--- config.mk ---
export PLATFORM = sky130hd
export DESIGN_NAME = csd_sdiv
export DESIGN_NICKNAME = d
export VERILOG_FILES = /design/src/sv/csd_pkg.sv /design/src/sv/csd_sdiv.sv
export SDC_FILE = /design/constraint.sdc
export NUM_CORES = 1
export LEC_CHECK = 0
export ABC_CLOCK_PERIOD_IN_PS = 6850
export BUFFER_PORTS_ARGS = -buffer_cell sky130_fd_sc_hd__clkbuf_2
export CAP_MARGIN = 5
export CORE_UTILIZATION = 50
export DETAILED_ROUTE_END_ITERATION = 12
export PLACE_DENSITY = 0.67
export SYNTH_ARGS = -nofsm -noshare
export SYNTH_HDL_FRONTEND = slang
export SYNTH_SLANG_ARGS = --single-unit
--- constraint.sdc ---
create_clock -name i_clk -period 6.85 [get_ports i_clk]
set_input_delay 0.685 -clock i_clk [delete_from_list [all_inputs] [get_ports i_clk]]
set_output_delay 0.685 -clock i_clk [all_outputs]
set_load 0.01 [all_outputs]
--- src/sv/csd_pkg.sv ---
`timescale 1ns / 1ps
// Cascade split depth: shared constants, register codes, side-band struct
// and the elaboration-time root table used by the exp2 pipeline.
// No dependencies.
package csd_pkg;

    // Configuration register codes
    localparam int CFG_IDX_W = 2;
    localparam logic [CFG_IDX_W-1:0] REG_NEAR  = 2'd0;
    localparam logic [CFG_IDX_W-1:0] REG_FAR   = 2'd1;
    localparam logic [CFG_IDX_W-1:0] REG_BLEND = 2'd2;
    localparam logic [CFG_IDX_W-1:0] REG_TOTAL = 2'd3;

    // Field widths
    localparam int DIST_W    = 32;
    localparam int LAMBDA_W  = 17;
    localparam int CNT_W     = 4;
    localparam int DEPTH_W   = 17;
    localparam int LOG_INT_W = 5;
    localparam int MANT_W    = 31;
    localparam int EXP_W     = 32;
    localparam int PROD_W    = 64;
    localparam int BLEND_W   = LAMBDA_W + DIST_W;

    // Parameter defaults
    localparam int DEF_MAX_CASCADES  = 8;
    localparam int DEF_FRACTION_BITS = 16;

    // Small divider: quotient bits per stage; ratio divider: quotient bits total
    localparam int SDIV_STEPS  = 4;
    localparam int RATIO_STEPS = 18;

    // Reset values
    localparam logic [DIST_W-1:0]   NEAR_RST   = 32'd6554;
    localparam logic [DIST_W-1:0]   FAR_RST    = 32'd65536000;
    localparam logic [LAMBDA_W-1:0] BLEND_RST  = 17'd32768;
    localparam logic [CNT_W-1:0]    TOTAL_RST  = 4'd3;
    localparam logic [LAMBDA_W-1:0] LAMBDA_ONE = 17'd65536;
    localparam logic [DEPTH_W-1:0]  DEPTH_ONE  = 17'd65536;

    // Q2.30 constants
    localparam logic [EXP_W-1:0]  Q30_ONE  = 32'h4000_0000;
    localparam logic [PROD_W-1:0] Q30_HALF = 64'h0000_0000_2000_0000;

    // Per-transaction side data carried along the pipeline
    typedef struct packed {
        logic [CNT_W-1:0]     idx;
        logic [DIST_W-1:0]    near;
        logic [DIST_W-1:0]    far;
        logic [CNT_W-1:0]     total;
        logic [LAMBDA_W-1:0]  lambda;
        logic                 bad;
        logic [LOG_INT_W-1:0] pow_int;
        logic [DIST_W-1:0]    lin_split;
    } t_side;

    // Floor integer square root (elaboration only)
    function automatic logic [63:0] isqrt64(input logic [63:0] v);
        logic [63:0] rem;
        logic [63:0] res;
        logic [63:0] b;
        rem = v;
        res = '0;
        b   = 64'h4000_0000_0000_0000;
        for (int s = 0; s < 32; s++) begin
            if (rem >= res + b) begin
                rem = rem - (res + b);
                res = (res >> 1) + b;
            end else begin
                res = res >> 1;
            end
            b = b >> 2;
        end
        return res;
    endfunction

    // 2^(2^-j) in Q2.30, by repeated square roots from sqrt(2)
    function automatic logic [EXP_W-1:0] exp_root(input int j);
        logic [63:0] root;
        root = isqrt64(64'd2 << 60);
        for (int s = 1; s < j; s++) begin
            root = isqrt64(root << 30);
        end
        return root[EXP_W-1:0];
    endfunction

endpackage

--- src/sv/csd_sdiv.sv ---
`timescale 1ns / 1ps
// Pipelined restoring divider for a wide dividend over a narrow divisor,
// STEPS quotient bits per stage. Depends on csd_pkg.
module csd_sdiv import csd_pkg::*; #(
    parameter int XW    = 32,
    parameter int STEPS = SDIV_STEPS
) (
    input  logic             i_clk,
    input  logic             i_en,
    input  logic [XW-1:0]    i_x,
    input  logic [CNT_W-1:0] i_d,
    output logic [XW-1:0]    o_q
);

    localparam int LAT = (XW + STEPS - 1) / STEPS;
    localparam int PW  = LAT * STEPS;

    logic [PW-1:0]    r_x [LAT];
    logic [PW-1:0]    r_q [LAT];
    logic [CNT_W-1:0] r_r [LAT];
    logic [CNT_W-1:0] r_d [LAT];

    logic [PW-1:0]    n_x [LAT];
    logic [PW-1:0]    n_q [LAT];
    logic [CNT_W-1:0] n_r [LAT];

    // Shift in dividend bits, compare-subtract against the divisor
    always_comb begin
        logic [PW-1:0]    x;
        logic [PW-1:0]    q;
        logic [CNT_W:0]   r;
        logic [CNT_W-1:0] d;
        for (int s = 0; s < LAT; s++) begin
            if (s == 0) begin
                x = PW'(i_x);
                q = '0;
                r = '0;
                d = i_d;
            end else begin
                x = r_x[s-1];
                q = r_q[s-1];
                r = {1'b0, r_r[s-1]};
                d = r_d[s-1];
            end
            for (int t = 0; t < STEPS; t++) begin
                r = {r[CNT_W-1:0], x[PW-1]};
                x = x << 1;
                if (r >= {1'b0, d}) begin
                    r = r - {1'b0, d};
                    q = {q[PW-2:0], 1'b1};
                end else begin
                    q = {q[PW-2:0], 1'b0};
                end
            end
            n_x[s] = x;
            n_q[s] = q;
            n_r[s] = r[CNT_W-1:0];
        end
    end

    always_ff @(posedge i_clk) begin
        if (i_en) begin
            r_d[0] <= i_d;
            for (int s = 0; s < LAT; s++) begin
                r_x[s] <= n_x[s];
                r_q[s] <= n_q[s];
                r_r[s] <= n_r[s];
            end
            for (int s = 1; s < LAT; s++) begin
                r_d[s] <= r_d[s-1];
            end
        end
    end

    assign o_q = r_q[LAT-1][XW-1:0];

endmodule

==> impl_metrics.csv <==
group,metric,value,unit
critical_path,start_kind,"flip-flop",
critical_path,path_max_fanout,6,
critical_path,max_stage_delay,0.40,ns
critical_path,r2r_setup_slack,0.44,ns
yosys,yosys.area.top_type,"edfxtp_1",
critical_path,r2r_end,"r_r[5][0]$_DFFE_PP_",
global_routing,grt_pass1_vias,8688,
critical_path,crit_path_top_delay_cell,"mux2_2",
yosys,synth-seq-cells,312,
floorplan,die_w,179,µm
floorplan,core_area,30700,µm²
critical_path,rr_worst_depth,29,
layout,layout_commonest_cell,"edfxtp_1",
cts,cts.path.max_buffers,3,
critical_path,critPathKind,"reg2reg",
layout,drive_gt1_share,16.5,%
timing,holdWs,0.344,ns
hold_path,hp-class,"in2reg",
yosys,ys_seq_area_share,59.6,%
floorplan,ioPinCount,70,
cts,clk_latency,0.52,ns
flow_run,drv_cap,0,
yosys,yosys-top-cells-area,"edfxtp_1 60%, ha_1 10%, fa_1 3.8%",
global_routing,overflow,0,
global_routing,grt_usage,16.3,%
drt,detail-route-antenna-nets,0,
cts,root_buffer,"clkbuf_16",
place,dp_hpwl,17400,µm
critical_path,r2r-start,"r_d[1][2]$_DFFE_PP_",
layout,multi_input_area,5880,µm²
floorplan,die_y,179,µm
timing,fmax,156,MHz
yosys,synth_flop_cell,"edfxtp_1",
timing,slew_viol_final,0,
cts,htreeDepth,2,
yosys,syn-cell-area,15700,µm²
timing,finalSetupViolCount,0,
timing,hold_violations,0,
yosys,syn_nets,1318,
cts,clkTransAtPathRegs,0.06,ns
yosys,synth_edf_count,312,
layout,final_cell_mix,"312 x edfxtp_1, 128 x inv_1, 126 x ha_1",
drt,drt-initial-drc-count,590,
outcome,status,"complete, no violations",
place,gp_congestion,0.858,
yosys,yosysTopAreaCellShare,59.6,%
drt,routed_wl,25300,µm
hold_path,hold_end,"r_x[0][22]$_DFFE_PP_",
critical_path,setup.worst_path.end_class,"flip-flop",
yosys,yosys_warnings,0,
timing,fin_skew,0.0168,ns
drt,vias,8872,
critical_path,cp.required,7.10,ns
layout,diodes,0,
timing,worst_slew_pin_slew,1.05,ns
place,portBuffers,69,
layout,regArea,9370,µm²
global_routing,grt_pass1_wl,41600,µm
global_routing,antenna_found_initial,0,
hold_path,min_from,"i_x[22]",
layout,fill_cells,2417,
floorplan,rows,64,
floorplan,die_area,32200,µm²
cts,postCtsHoldBufs,0,
layout,area_growth,14.1,%
layout,nets,1446,
drt,drt-wirelength-per-cell,15.1,µm
cts,cts_tree,"built",
cts,cts.sinks,312,
timing,fin_crit,6.41,ns
hold_path,hold_depth,1,
timing,slew_headroom,29.7,%
timing,finalCritPeriodShare,93.5,%
yosys,postSynthCellCount,1124,
global_routing,grt_max_degree,174,
critical_path,cp.arrival,6.66,ns
yosys,synth.avg_cell_area,14.0,µm²
yosys,async_flop_share,0,%
drt,drt_first_pass_iters,6,
drt,drc,0,
drt,viasPerCell,5.31,
cts,cts_inserted_buffers,35,
yosys,synth.distinct_cells,77,
floorplan,initial_utilization,51.1,%
routing by layer:
layer	vias to the layer above	track usage, %	part of all wire, %	routed length [µm]
met4	0	5.46	2.3	590
met3	50	2.93	3.8	957
met1	4240	22.0	46	11800
li1	4431	-	-	-
met5	-	0	0	0
met2	151	26.6	47	12000
Yosys cell counts, types with 3 or more instances:
master    instances
a211o_1           6
a211oi_1          9
a21boi_0          3
a21o_1           32
a21oi_1          64
and2_1            5
and3_1            3
buf_2             3
edfxtp_1        312
fa_1             30
ha_1            126
inv_1           130
mux2_1            3
mux2_2           27
mux2i_1          33
nand2_1          43
nand2b_1         24
nand3_1           4
nand3b_1          5
nand4_1           3
nor2_1           35
nor2b_1          13
nor3_1           12
nor3b_1           4
o211ai_1          3
o21a_1           10
o21ai_0          55
o21bai_1          4
o22ai_1           4
o31a_1            3
or2_2             4
or3_1             6
xnor2_1          25
xor2_1           22
what timing repair did:
item	CTS	global route
gates resized for setup	0	18
endpoints found under the setup margin	0	24
buffers inserted	0	10
endpoints found under the hold margin	0	0
kinds of logic after synthesis:
kind of cell	Yosys count	share of synthesized area [%]
AO/OA/AOI/OAI	227	9.97
multiplexers	67	4.61
AND/OR/NAND/NOR	178	6.05
buffers and inverters	137	3.34
XOR/XNOR	47	2.62
flip-flops	312	59.6
adder cells (fa/ha/maj)	156	13.8
area by class of cell:
class                           instances  area share [%]
Sequential cell                       312            52.2
Multi-Input combinational cell        675            32.8
Clock buffer                           42            5.14
Timing Repair Buffer                   96            3.18
Inverter                              132            2.76
Tap cell                              396            2.76
Clock inverter                         19            1.21
flip-flops by register name, summed over array words and instances (netlist names):
register / cells
r_q: 144
r_x: 112
r_d: 28
r_r: 28
per-stage QoR:
step / cell area [µm²] / worst slack, ns / TNS (ns) / utilization [%] / instances
global route: 17900 / -0.0337 / -0.0698 / 58.4 / 1672
detailed placement: 16700 / 0.195 / 0 / 54.3 / 1601
finish: 17900 / 0.444 / 0 / 58.4 / 1672
floorplan: 15700 / 0.633 / 0 / - / 1124
global placement: 16700 / 0.320 / 0 / 54.3 / 1601
CTS: 17800 / 0.138 / 0 / 58.0 / 1662
critical path: cells and delay by family (launching register included):
family                     cells  cell delay (ns)
AOI/OAI and AO/OA             11             2.11
adders and majority gates      4             1.20
buffers and inverters          6             0.93
and+or+nand+nor                5             0.78
muxes                          3             0.74
DFF                            1             0.37
how the worst max path moves through the flow:
| stage | from | endpoint | cells past startpoint |
|---|---|---|---|
| 6_report | r_d[1][2]$_DFFE_PP_ | r_r[5][0]$_DFFE_PP_ | 29 |
| 5_1_grt | r_d[0][4]$_DFFE_PP_ | r_r[2][3]$_DFFE_PP_ | 27 |
| 4_1_cts | r_d[0][5]$_DFFE_PP_ | r_r[2][3]$_DFFE_PP_ | 26 |
| 3_5_place_dp | r_d[0][5]$_DFFE_PP_ | r_r[2][3]$_DFFE_PP_ | 26 |
| 3_3_place_gp | r_d[1][1]$_DFFE_PP_ | r_r[5][3]$_DFFE_PP_ | 28 |
| 2_1_floorplan | r_d[1][5]$_DFFE_PP_ | r_r[6][1]$_DFFE_PP_ | 27 |
Power is left out: the tool's default activity adds up to more than one toggle a clock period on the data nets, which glitch-free logic cannot reach.
